**src/hw/rtl/bhq_pkg.sv**
```systemverilog
// ----------------------------------------------------------------------------
// bhq_pkg: shared constants for the bitcrusher hold quantizer
// Widths, register indexes and quantizer limits that are used by the
// channel interfaces and by the top level.
// ----------------------------------------------------------------------------
package bhq_pkg;

    // Default sample width, signed fixed point Q1.(W-1).
    localparam int SAMPLE_WIDTH_DEF = 16;

    // Configuration register widths and port shape.
    localparam int BIT_DEPTH_W = 5;
    localparam int HOLD_W      = 8;
    localparam int CFG_DATA_W  = 8;
    localparam int CFG_IDX_W   = 1;

    // Register indexes on the configuration port.
    localparam logic [CFG_IDX_W-1:0] REG_BIT_DEPTH   = 1'd0;
    localparam logic [CFG_IDX_W-1:0] REG_HOLD_FACTOR = 1'd1;

    // Reset values of the registers.
    localparam logic [BIT_DEPTH_W-1:0] BIT_DEPTH_RST   = 5'd16;
    localparam logic [HOLD_W-1:0]      HOLD_FACTOR_RST = 8'd1;

    // Quantizer depth limits; the level count fits in LEVEL_W bits.
    localparam logic [BIT_DEPTH_W-1:0] DEPTH_MIN = 5'd2;
    localparam logic [BIT_DEPTH_W-1:0] DEPTH_MAX = 5'd16;
    localparam int LEVEL_W = 15;
    localparam int SHIFT_W = 4;

endpackage

```
**src/hw/rtl/bhq_in_if.sv**
```systemverilog
// ----------------------------------------------------------------------------
// bhq_in_if: sample input channel
// Valid/ready channel that carries one input audio sample per item.
// ----------------------------------------------------------------------------
interface bhq_in_if #(
    parameter int SAMPLE_WIDTH = bhq_pkg::SAMPLE_WIDTH_DEF
);
    logic                           valid;
    logic                           ready;
    logic signed [SAMPLE_WIDTH-1:0] sample_in;

    modport source (output valid, output sample_in, input ready);
    modport sink   (input valid, input sample_in, output ready);
endinterface

```
**src/hw/rtl/bhq_out_if.sv**
```systemverilog
// ----------------------------------------------------------------------------
// bhq_out_if: crushed sample output channel
// Valid/ready channel that carries one crushed sample and its fresh flag.
// ----------------------------------------------------------------------------
interface bhq_out_if #(
    parameter int SAMPLE_WIDTH = bhq_pkg::SAMPLE_WIDTH_DEF
);
    logic                           valid;
    logic                           ready;
    logic signed [SAMPLE_WIDTH-1:0] sample_out;
    logic                           fresh;

    modport source (output valid, output sample_out, output fresh, input ready);
    modport sink   (input valid, input sample_out, input fresh, output ready);
endinterface

```
**src/hw/rtl/bitcrusher_hold_quantizer.sv**
```systemverilog
// ----------------------------------------------------------------------------
// bitcrusher_hold_quantizer: sample-rate and bit-depth reduction
// A picked (fresh) item runs SAMPLE_WIDTH steps of the bit-serial restoring
// divider (one quotient bit per cycle) and is then loaded into the output
// register once that is free; a held item is loaded there as it is accepted.
// One item is in work at a time, so a fresh item finishes before the next is
// taken; held items go one per cycle while the output register is free.
// Reset (synchronous, active low) sets bit_depth 16, hold_factor 1, and clears
// the hold counter, the held value and the output valid flag.
// ----------------------------------------------------------------------------
module bitcrusher_hold_quantizer #(
    parameter int SAMPLE_WIDTH = bhq_pkg::SAMPLE_WIDTH_DEF
) (
    input  logic                             i_clk,
    input  logic                             i_rst_n,
    input  logic                             i_cfg_we,
    input  logic [bhq_pkg::CFG_IDX_W-1:0]    i_cfg_idx,
    input  logic [bhq_pkg::CFG_DATA_W-1:0]   i_cfg_data,
    bhq_in_if.sink                           i_in,
    bhq_out_if.source                        o_out
);

    localparam int W    = SAMPLE_WIDTH;
    localparam int LW   = bhq_pkg::LEVEL_W;
    localparam int SW   = bhq_pkg::SHIFT_W;
    localparam int PW   = W + LW + 1;   // |x| * M + FS/2
    localparam int NW   = LW + W + 1;   // q * 2^W + M
    localparam int DW   = LW + 2;       // divisor 2M and partial remainder
    localparam int CW   = $clog2(W);
    localparam logic [CW-1:0] LAST_STEP = CW'(W - 1);

    typedef enum logic [1:0] {
        ST_IDLE,
        ST_DIV,
        ST_DONE
    } t_state;

    t_state                        r_state;
    logic [bhq_pkg::BIT_DEPTH_W-1:0] r_bit_depth;
    logic [bhq_pkg::HOLD_W-1:0]    r_hold_factor;
    logic [bhq_pkg::HOLD_W-1:0]    r_hold_count;
    logic [W-1:0]                  r_held_value;
    logic                          r_neg;
    logic [DW-1:0]                 r_rem;
    logic [DW-1:0]                 r_div;
    logic [W-1:0]                  r_sr;
    logic [CW-1:0]                 r_step;
    logic                          r_out_valid;
    logic [W-1:0]                  r_out_sample;
    logic                          r_out_fresh;

    logic                          w_accept;
    logic                          w_out_free;
    logic                          w_out_load;
    logic                          w_hold_write;
    logic                          w_neg;
    logic [W:0]                    w_mag;
    logic [bhq_pkg::BIT_DEPTH_W-1:0] w_depth;
    logic [SW-1:0]                 w_shift;
    logic [LW:0]                   w_m_ext;
    logic [LW-1:0]                 w_m;
    logic [PW-1:0]                 w_prod;
    logic [LW-1:0]                 w_q;
    logic [NW-1:0]                 w_num;
    logic [DW-1:0]                 w_trial;
    logic                          w_ge;
    logic [W-1:0]                  w_final;
    logic [bhq_pkg::HOLD_W:0]      n_count_inc;
    logic [bhq_pkg::HOLD_W-1:0]    n_hold_count;
    logic [DW-1:0]                 n_rem;

    // Handshake: a held item needs a free output register, a fresh one only
    // needs the divider to be idle.
    assign w_out_free = !r_out_valid || o_out.ready;
    assign i_in.ready = (r_state == ST_IDLE) && ((r_hold_count == '0) || w_out_free);
    assign w_accept   = i_in.valid && i_in.ready;

    // The output register takes a held item at once or a finished division.
    assign w_out_load = (w_accept && (r_hold_count != '0))
                     || ((r_state == ST_DONE) && w_out_free);

    // A hold factor write clears the counter and wins over an item's advance.
    assign w_hold_write = i_cfg_we && (i_cfg_idx == bhq_pkg::REG_HOLD_FACTOR);

    assign o_out.valid      = r_out_valid;
    assign o_out.sample_out = r_out_sample;
    assign o_out.fresh      = r_out_fresh;

    // Sign and magnitude of the input; the most negative sample gives FS.
    assign w_neg = i_in.sample_in[W-1];
    assign w_mag = w_neg ? ((~{1'b1, i_in.sample_in}) + (W+1)'(1))
                         : {1'b0, i_in.sample_in};

    // Clamp the bit depth and form the level count M = 2^(d-1) - 1.
    always_comb begin
        if (r_bit_depth < bhq_pkg::DEPTH_MIN) begin
            w_depth = bhq_pkg::DEPTH_MIN;
        end else if (r_bit_depth > bhq_pkg::DEPTH_MAX) begin
            w_depth = bhq_pkg::DEPTH_MAX;
        end else begin
            w_depth = r_bit_depth;
        end
    end
    assign w_shift = SW'(w_depth - bhq_pkg::BIT_DEPTH_W'(1));
    assign w_m_ext = ((LW+1)'(1) << w_shift) - (LW+1)'(1);
    assign w_m     = w_m_ext[LW-1:0];

    // Level index q = (|x| * M + FS/2) / FS, with M * |x| as shift minus value.
    assign w_prod = (PW'(w_mag) << w_shift) - PW'(w_mag) + (PW'(1) << (W - 2));
    assign w_q    = w_prod[W-1 +: LW];

    // Dividend q * 2^W + M; its upper part seeds the remainder, the lower W
    // bits are shifted in one per cycle.
    assign w_num = (NW'(w_q) << W) + NW'(w_m);

    // One restoring division step.
    assign w_trial = {r_rem[DW-2:0], r_sr[W-1]};
    assign w_ge    = (w_trial >= r_div);
    assign n_rem   = w_ge ? (w_trial - r_div) : w_trial;

    // Rescaled magnitude back to signed, with positive full scale saturated.
    always_comb begin
        if (r_neg) begin
            w_final = (~r_sr) + W'(1);
        end else if (r_sr[W-1]) begin
            w_final = {1'b0, {(W-1){1'b1}}};
        end else begin
            w_final = r_sr;
        end
    end

    // Hold counter advance, wrapping at the hold factor.
    assign n_count_inc  = {1'b0, r_hold_count} + (bhq_pkg::HOLD_W+1)'(1);
    assign n_hold_count = (n_count_inc >= {1'b0, r_hold_factor}) ? '0
                        : n_count_inc[bhq_pkg::HOLD_W-1:0];

    // Sequencer, divider registers, configuration and output register.
    always_ff @(posedge i_clk) begin
        if (!i_rst_n) begin
            r_state       <= ST_IDLE;
            r_bit_depth   <= bhq_pkg::BIT_DEPTH_RST;
            r_hold_factor <= bhq_pkg::HOLD_FACTOR_RST;
            r_hold_count  <= '0;
            r_held_value  <= '0;
            r_out_valid   <= 1'b0;
            r_step        <= '0;
        end else begin
            // The output valid flag is set by a new result and cleared once
            // the result is taken.
            if (w_out_load) begin
                r_out_valid <= 1'b1;
            end else if (o_out.ready) begin
                r_out_valid <= 1'b0;
            end

            if (i_cfg_we) begin
                case (i_cfg_idx)
                    bhq_pkg::REG_BIT_DEPTH: begin
                        r_bit_depth <= i_cfg_data[bhq_pkg::BIT_DEPTH_W-1:0];
                    end
                    bhq_pkg::REG_HOLD_FACTOR: begin
                        r_hold_factor <= i_cfg_data[bhq_pkg::HOLD_W-1:0];
                        r_hold_count  <= '0;
                    end
                    default: begin
                    end
                endcase
            end

            case (r_state)
                ST_IDLE: begin
                    if (w_accept) begin
                        if (!w_hold_write) begin
                            r_hold_count <= n_hold_count;
                        end
                        if (r_hold_count == '0) begin
                            r_neg   <= w_neg;
                            r_rem   <= DW'(w_num[NW-1:W]);
                            r_sr    <= w_num[W-1:0];
                            r_div   <= DW'({w_m, 1'b0});
                            r_step  <= '0;
                            r_state <= ST_DIV;
                        end else begin
                            r_out_sample <= r_held_value;
                            r_out_fresh  <= 1'b0;
                        end
                    end
                end
                ST_DIV: begin
                    r_rem  <= n_rem;
                    r_sr   <= {r_sr[W-2:0], w_ge};
                    r_step <= r_step + CW'(1);
                    if (r_step == LAST_STEP) begin
                        r_state <= ST_DONE;
                    end
                end
                ST_DONE: begin
                    if (w_out_free) begin
                        r_held_value <= w_final;
                        r_out_sample <= w_final;
                        r_out_fresh  <= 1'b1;
                        r_state      <= ST_IDLE;
                    end
                end
                default: begin
                    r_state <= ST_IDLE;
                end
            endcase
        end
    end

`ifndef NO_ASSERTIONS
    // No item is taken while the divider is working.
    a_busy_no_accept: assert property (@(posedge i_clk) disable iff (!i_rst_n)
        (r_state != ST_IDLE) |-> !i_in.ready)
        else $error("item accepted while divider busy");

    // The partial remainder always stays below the divisor.
    a_rem_bound: assert property (@(posedge i_clk) disable iff (!i_rst_n)
        (r_state == ST_DIV) |-> (r_rem < r_div))
        else $error("divider remainder out of range");

    // A held item shows up as a non-fresh result in the next cycle.
    a_held_result: assert property (@(posedge i_clk) disable iff (!i_rst_n)
        (w_accept && (r_hold_count != '0)) |=> (o_out.valid && !o_out.fresh))
        else $error("held item result missing");

    // A finished division always lands in the output register as fresh.
    a_fresh_result: assert property (@(posedge i_clk) disable iff (!i_rst_n)
        ((r_state == ST_DONE) && w_out_free) |=> (o_out.valid && o_out.fresh))
        else $error("fresh result missing");
`endif

endmodule

```
**src/flat_wrapper.sv**
```systemverilog
// flat-port wrapper written by rule: the top's interface ports become plain ports
module bitcrusher_hold_quantizer_flat 
#(
    parameter int SAMPLE_WIDTH = bhq_pkg::SAMPLE_WIDTH_DEF
)
  (i_clk, i_rst_n, i_cfg_we, i_cfg_idx, i_cfg_data, i_in_valid, i_in_sample_in, i_in_ready, o_out_valid, o_out_sample_out, o_out_fresh, o_out_ready);
  bhq_in_if #(.SAMPLE_WIDTH(SAMPLE_WIDTH)) i_in_i ();
  bhq_out_if #(.SAMPLE_WIDTH(SAMPLE_WIDTH)) o_out_i ();
  input  logic i_clk;
  input  logic i_rst_n;
  input  logic i_cfg_we;
  input  logic [bhq_pkg::CFG_IDX_W-1:0] i_cfg_idx;
  input  logic [bhq_pkg::CFG_DATA_W-1:0] i_cfg_data;
  input wire logic [$bits(i_in_i.valid)-1:0] i_in_valid;
  input wire logic [$bits(i_in_i.sample_in)-1:0] i_in_sample_in;
  output wire logic [$bits(i_in_i.ready)-1:0] i_in_ready;
  output wire logic [$bits(o_out_i.valid)-1:0] o_out_valid;
  output wire logic [$bits(o_out_i.sample_out)-1:0] o_out_sample_out;
  output wire logic [$bits(o_out_i.fresh)-1:0] o_out_fresh;
  input wire logic [$bits(o_out_i.ready)-1:0] o_out_ready;
  assign i_in_i.valid = i_in_valid;
  assign i_in_i.sample_in = i_in_sample_in;
  assign i_in_ready = i_in_i.ready;
  assign o_out_valid = o_out_i.valid;
  assign o_out_sample_out = o_out_i.sample_out;
  assign o_out_fresh = o_out_i.fresh;
  assign o_out_i.ready = o_out_ready;
  bitcrusher_hold_quantizer #(.SAMPLE_WIDTH(SAMPLE_WIDTH)) u_core (.i_clk(i_clk), .i_rst_n(i_rst_n), .i_cfg_we(i_cfg_we), .i_cfg_idx(i_cfg_idx), .i_cfg_data(i_cfg_data), .i_in(i_in_i), .o_out(o_out_i));
endmodule
```
**config.mk**
```make
export PLATFORM = sky130hd
export DESIGN_NAME = bitcrusher_hold_quantizer_flat
export DESIGN_NICKNAME = d
export VERILOG_FILES = /design/src/hw/rtl/bhq_pkg.sv /design/src/hw/rtl/bhq_in_if.sv /design/src/hw/rtl/bhq_out_if.sv /design/src/hw/rtl/bitcrusher_hold_quantizer.sv /design/src/flat_wrapper.sv
export SDC_FILE = /design/constraint.sdc
export NUM_CORES = 1
export LEC_CHECK = 0
export ABC_AREA = 1
export ABC_CLOCK_PERIOD_IN_PS = 5040
export CAP_MARGIN = 15
export CELL_PAD_IN_SITES_DETAIL_PLACEMENT = 1
export CELL_PAD_IN_SITES_GLOBAL_PLACEMENT = 1
export CORE_ASPECT_RATIO = 1.4
export CORE_MARGIN = 8
export CORE_UTILIZATION = 30
export CTS_CLUSTER_DIAMETER = 40
export DETAILED_ROUTE_END_ITERATION = 7
export DONT_BUFFER_PORTS = 1
export GPL_TIMING_DRIVEN = 0
export PLACE_DENSITY_LB_ADDON = 0.1
export SKIP_CTS_REPAIR_TIMING = 1
export SYNTH_ARGS = -nofsm -noshare
export SYNTH_HDL_FRONTEND = slang
export SYNTH_SLANG_ARGS = --single-unit
```
**constraint.sdc**
```tcl
create_clock -name i_clk -period 5.04 [get_ports i_clk]
set_input_delay 0.252 -clock i_clk [delete_from_list [all_inputs] [get_ports i_clk]]
set_output_delay 0.252 -clock i_clk [all_outputs]
set_load 0.03 [all_outputs]
```
==> run_results.csv <==
group,metric,value,unit
layout,layout-drive-gt1-share,5.85,%
clocking,path_clk_slew,0.08,ns
timing,tightest_slew,0.926,ns
power_and_ir_drop,vdd_drop_max,144,uV
synthesis,ys_seq_area_share,29.9,%
synthesis,synth_edf_count,65,
floorplanning,start_util,30.2,%
timing,max_slew_margin,38.2,%
global_routing,antenna_found_initial,0,
global_routing,track_usage,17.2,%
place,port_buffers,0,
timing,fmax,218,MHz
worst_setup_path,r2r_cells,26,
route,top_layer,"met4",
power_and_ir_drop,cellPowerDensity,321,nW/um2
synthesis,synth_seq_cells,109,
timing,final_max_slew_viol_count,0,
synthesis,synth_ff_type,"edfxtp_1",
global_routing,overflow,0,
floorplanning,dieHeight,226,um
route,drc,0,
worst_hold_path,hold_depth,2,
route,wl_met3,478,um
route,totalWireLength,31900,um
worst_setup_path,r2r-end,"u_core.r_rem[14]",
layout,fin_area,10400,um2
floorplanning,fp.dieW,166,um
worst_setup_path,cp.required,5.15,ns
clocking,cts_tree,"built",
clocking,root_buffer,"clkbuf_16",
timing,fin_crit_sh,91.1,%
worst_setup_path,start_kind,"flip-flop",
route,num_vias,9125,
worst_hold_path,hold_path.class,"in2reg",
synthesis,synthArstFlopShare,0,%
floorplanning,die-area,37600,um2
place,placed_cell_area,10000,um2
worst_setup_path,cp.arrival,4.70,ns
global_routing,grt_max_degree,33,
route,wl_per_cell,17.4,um
route,vias_per_cell,4.99,
layout,final_util,33.1,%
worst_setup_path,reg2reg_from,"u_core.r_bit_depth[0]",
route,drtAntennaViolNets,0,
timing,period_needed,4.59,ns
floorplanning,rows,77,
synthesis,synth_top_area_cell,"edfxtp_1",
flow_run,maxCapViolations,0,
worst_hold_path,hold_end,"u_core.r_bit_depth[4]",
timing,finalSetupViolCount,0,
synthesis,syn_nets,1524,
timing,finalHoldViolCount,0,
worst_setup_path,cp-end-kind,"flip-flop",
route,wl_met2,18000,um
route,drt-met1-wl,12700,um
synthesis,ys_warn_count,0,
worst_setup_path,critPathLaunch,"u_core.r_bit_depth[0]",
place,place_hpwl,27100,um
clocking,cts_max_level,3,
synthesis,synth_top_area_share,20.6,%
timing,finClkSkew,0.0129,ns
layout,n_antenna_cell,0,
power_and_ir_drop,p_leak,4.80,nW
worst_hold_path,hold_start,"i_cfg_data[4]",
timing,hold_ws,0.0172,ns
synthesis,synth_area_leaders,"edfxtp_1 (21%), nand2_1 (13%), ha_1 (10%)",
global_routing,grt_pass1_vias,9827,
global_routing,grt_first_pass_wirelength,51700,um
worst_setup_path,worstSetupPathType,"reg2reg",
floorplanning,ioPinCount,49,
route,first_pass_iters,4,
layout,fin_nets,1538,
synthesis,synth.avg_cell_area,6.70,um2
outcome,status,"finished clean",
route,drt_iter0_drc,297,
power_and_ir_drop,power.total,0.00334,W
layout,layout_common_cells,"nand2_1 (338), inv_1 (202), o21ai_0 (145)",
synthesis,syn-cell-area,9490,um2
synthesis,netlist_instances,1416,
layout,layout_commonest_cell,"nand2_1",
synthesis,yosys.cell_types.count,54,
layout,nFillCells,4037,
layout,syn2layout_area_growth,9.58,%
clocking,clk_latency,0.37,ns
clocking,cts_buffers,9,
place,gp_congestion,0.850,
floorplanning,core_area,31400,um2
worst_setup_path,crit_path_max_fanout,12,
clocking,clockBufferDepth,2,
clocking,clock-sinks,109,
worst_setup_path,rrSetupSlack,0.45,ns
area by class of cell:
cell class / count / area (um2) / area share, %
flip-flops and latches: 109 / 2830 / 27.3
repair buffers: 3 / 32.5 / 0.313
clock buffers: 9 / 225 / 2.17
well taps: 395 / 494 / 4.76
clock inverters: 7 / 88.8 / 0.855
multi-input cells: 1055 / 5720 / 55.1
inverters: 211 / 792 / 7.62
plain buffers: 41 / 205 / 1.97
per-stage QoR:
step | TNS, ns | setup slack [ns] | cells
final | 0 | 0.450 | 1830
after global routing | -0.0160 | -0.0160 | 1830
after CTS | -0.790 | -0.267 | 1829
after detailed placement | -0.553 | -0.226 | 1813
after global placement | -0.231 | -0.145 | 1811
after floorplan | 0 | 1.13 | 1416
layer usage:
| metal | vias to the layer above | track usage (%) |
|---|---|---|
| li1 | 4703 | - |
| met1 | 4314 | 17.4 |
| met2 | 76 | 36.0 |
| met3 | 32 | 1.69 |
| met4 | 0 | 5.65 |
| met5 | - | 0 |
cells in the mapped netlist, types with 2 or more instances:
cell / n
buf_2: 10
a21oi_1: 91
buf_1: 3
nor2_1: 121
a21boi_0: 4
o21a_1: 7
nor3b_1: 2
o22ai_1: 2
o211ai_1: 9
nor2_4: 2
nand3b_1: 6
o31ai_1: 3
nand3_1: 100
inv_1: 202
nand4_1: 9
nor3_1: 26
nor2_2: 5
inv_2: 8
nor3_2: 3
nor4_1: 8
and2_1: 2
xnor2_1: 7
o21bai_1: 3
dfxtp_1: 44
o21ai_0: 146
nand2_2: 6
o21ai_1: 16
a31oi_1: 9
edfxtp_1: 65
nand2_4: 2
or2_2: 4
xor2_1: 24
a211oi_1: 5
nand2_1: 338
clkbuf_1: 24
ha_1: 77
buf_6: 3
a21o_1: 4
critical path: stages (launching register included):
cell and delay [ns]:
dfxtp_1 0.35, inv_1 0.06, nor2_1 0.17, nand2_2 0.17, clkbuf_4 0.24, ha_1 0.23
inv_1 0.06, nand3_1 0.07, nand2_1 0.17, buf_6 0.19, inv_2 0.08, buf_2 0.19
or2_2 0.32, nand3_1 0.09, o21ai_0 0.14, ha_1 0.24, ha_1 0.42, nand2_1 0.16
nor2_1 0.16, inv_1 0.09, nor2_1 0.17, and3_1 0.18, nand2_1 0.07, nand2_1 0.05
nand2_1 0.05, nand3_1 0.14, nand2_1 0.08
worst max path at each step:
stage	end	depth (start not counted)
after floorplan	u_core.r_rem[7]	23
after global placement	u_core.r_rem[7]	24
after detailed placement	u_core.r_rem[7]	23
after CTS	u_core.r_rem[7]	23
after global routing	u_core.r_rem[11]	24
final	u_core.r_rem[14]	26
report_power, final:
part	switching [W]	leakage [nW]	internal (W)	total, W
Combinational	0.00100	3.71	0.000481	0.00148
Sequential	0.0000493	0.938	0.00105	0.00110
Clock	0.000359	0.155	0.000398	0.000757
sequential cells by signal (all words and copies together), names as in the netlist:
name / flops
u_core.o_out.sample_out: 16
u_core.r_held_value: 16
u_core.r_rem: 16
u_core.r_sr: 16
u_core.r_div: 15
u_core.r_hold_count: 8
u_core.r_hold_factor: 8
u_core.r_bit_depth: 5
u_core.r_step: 4
u_core.r_state: 2
u_core.o_out.fresh: 1
u_core.o_out.valid: 1
u_core.r_neg: 1
cells by family after synthesis:
family	synth area share, %
other	0.0395
DFF	29.9
xor gates and xnor gates	3.03
and+or+nand+nor	28.9
buffers and inverters	10.4
adders and majority gates	10.4
AOI/OAI and AO/OA	17.4
No activity file was read; power rests on OpenSTA's default activity.
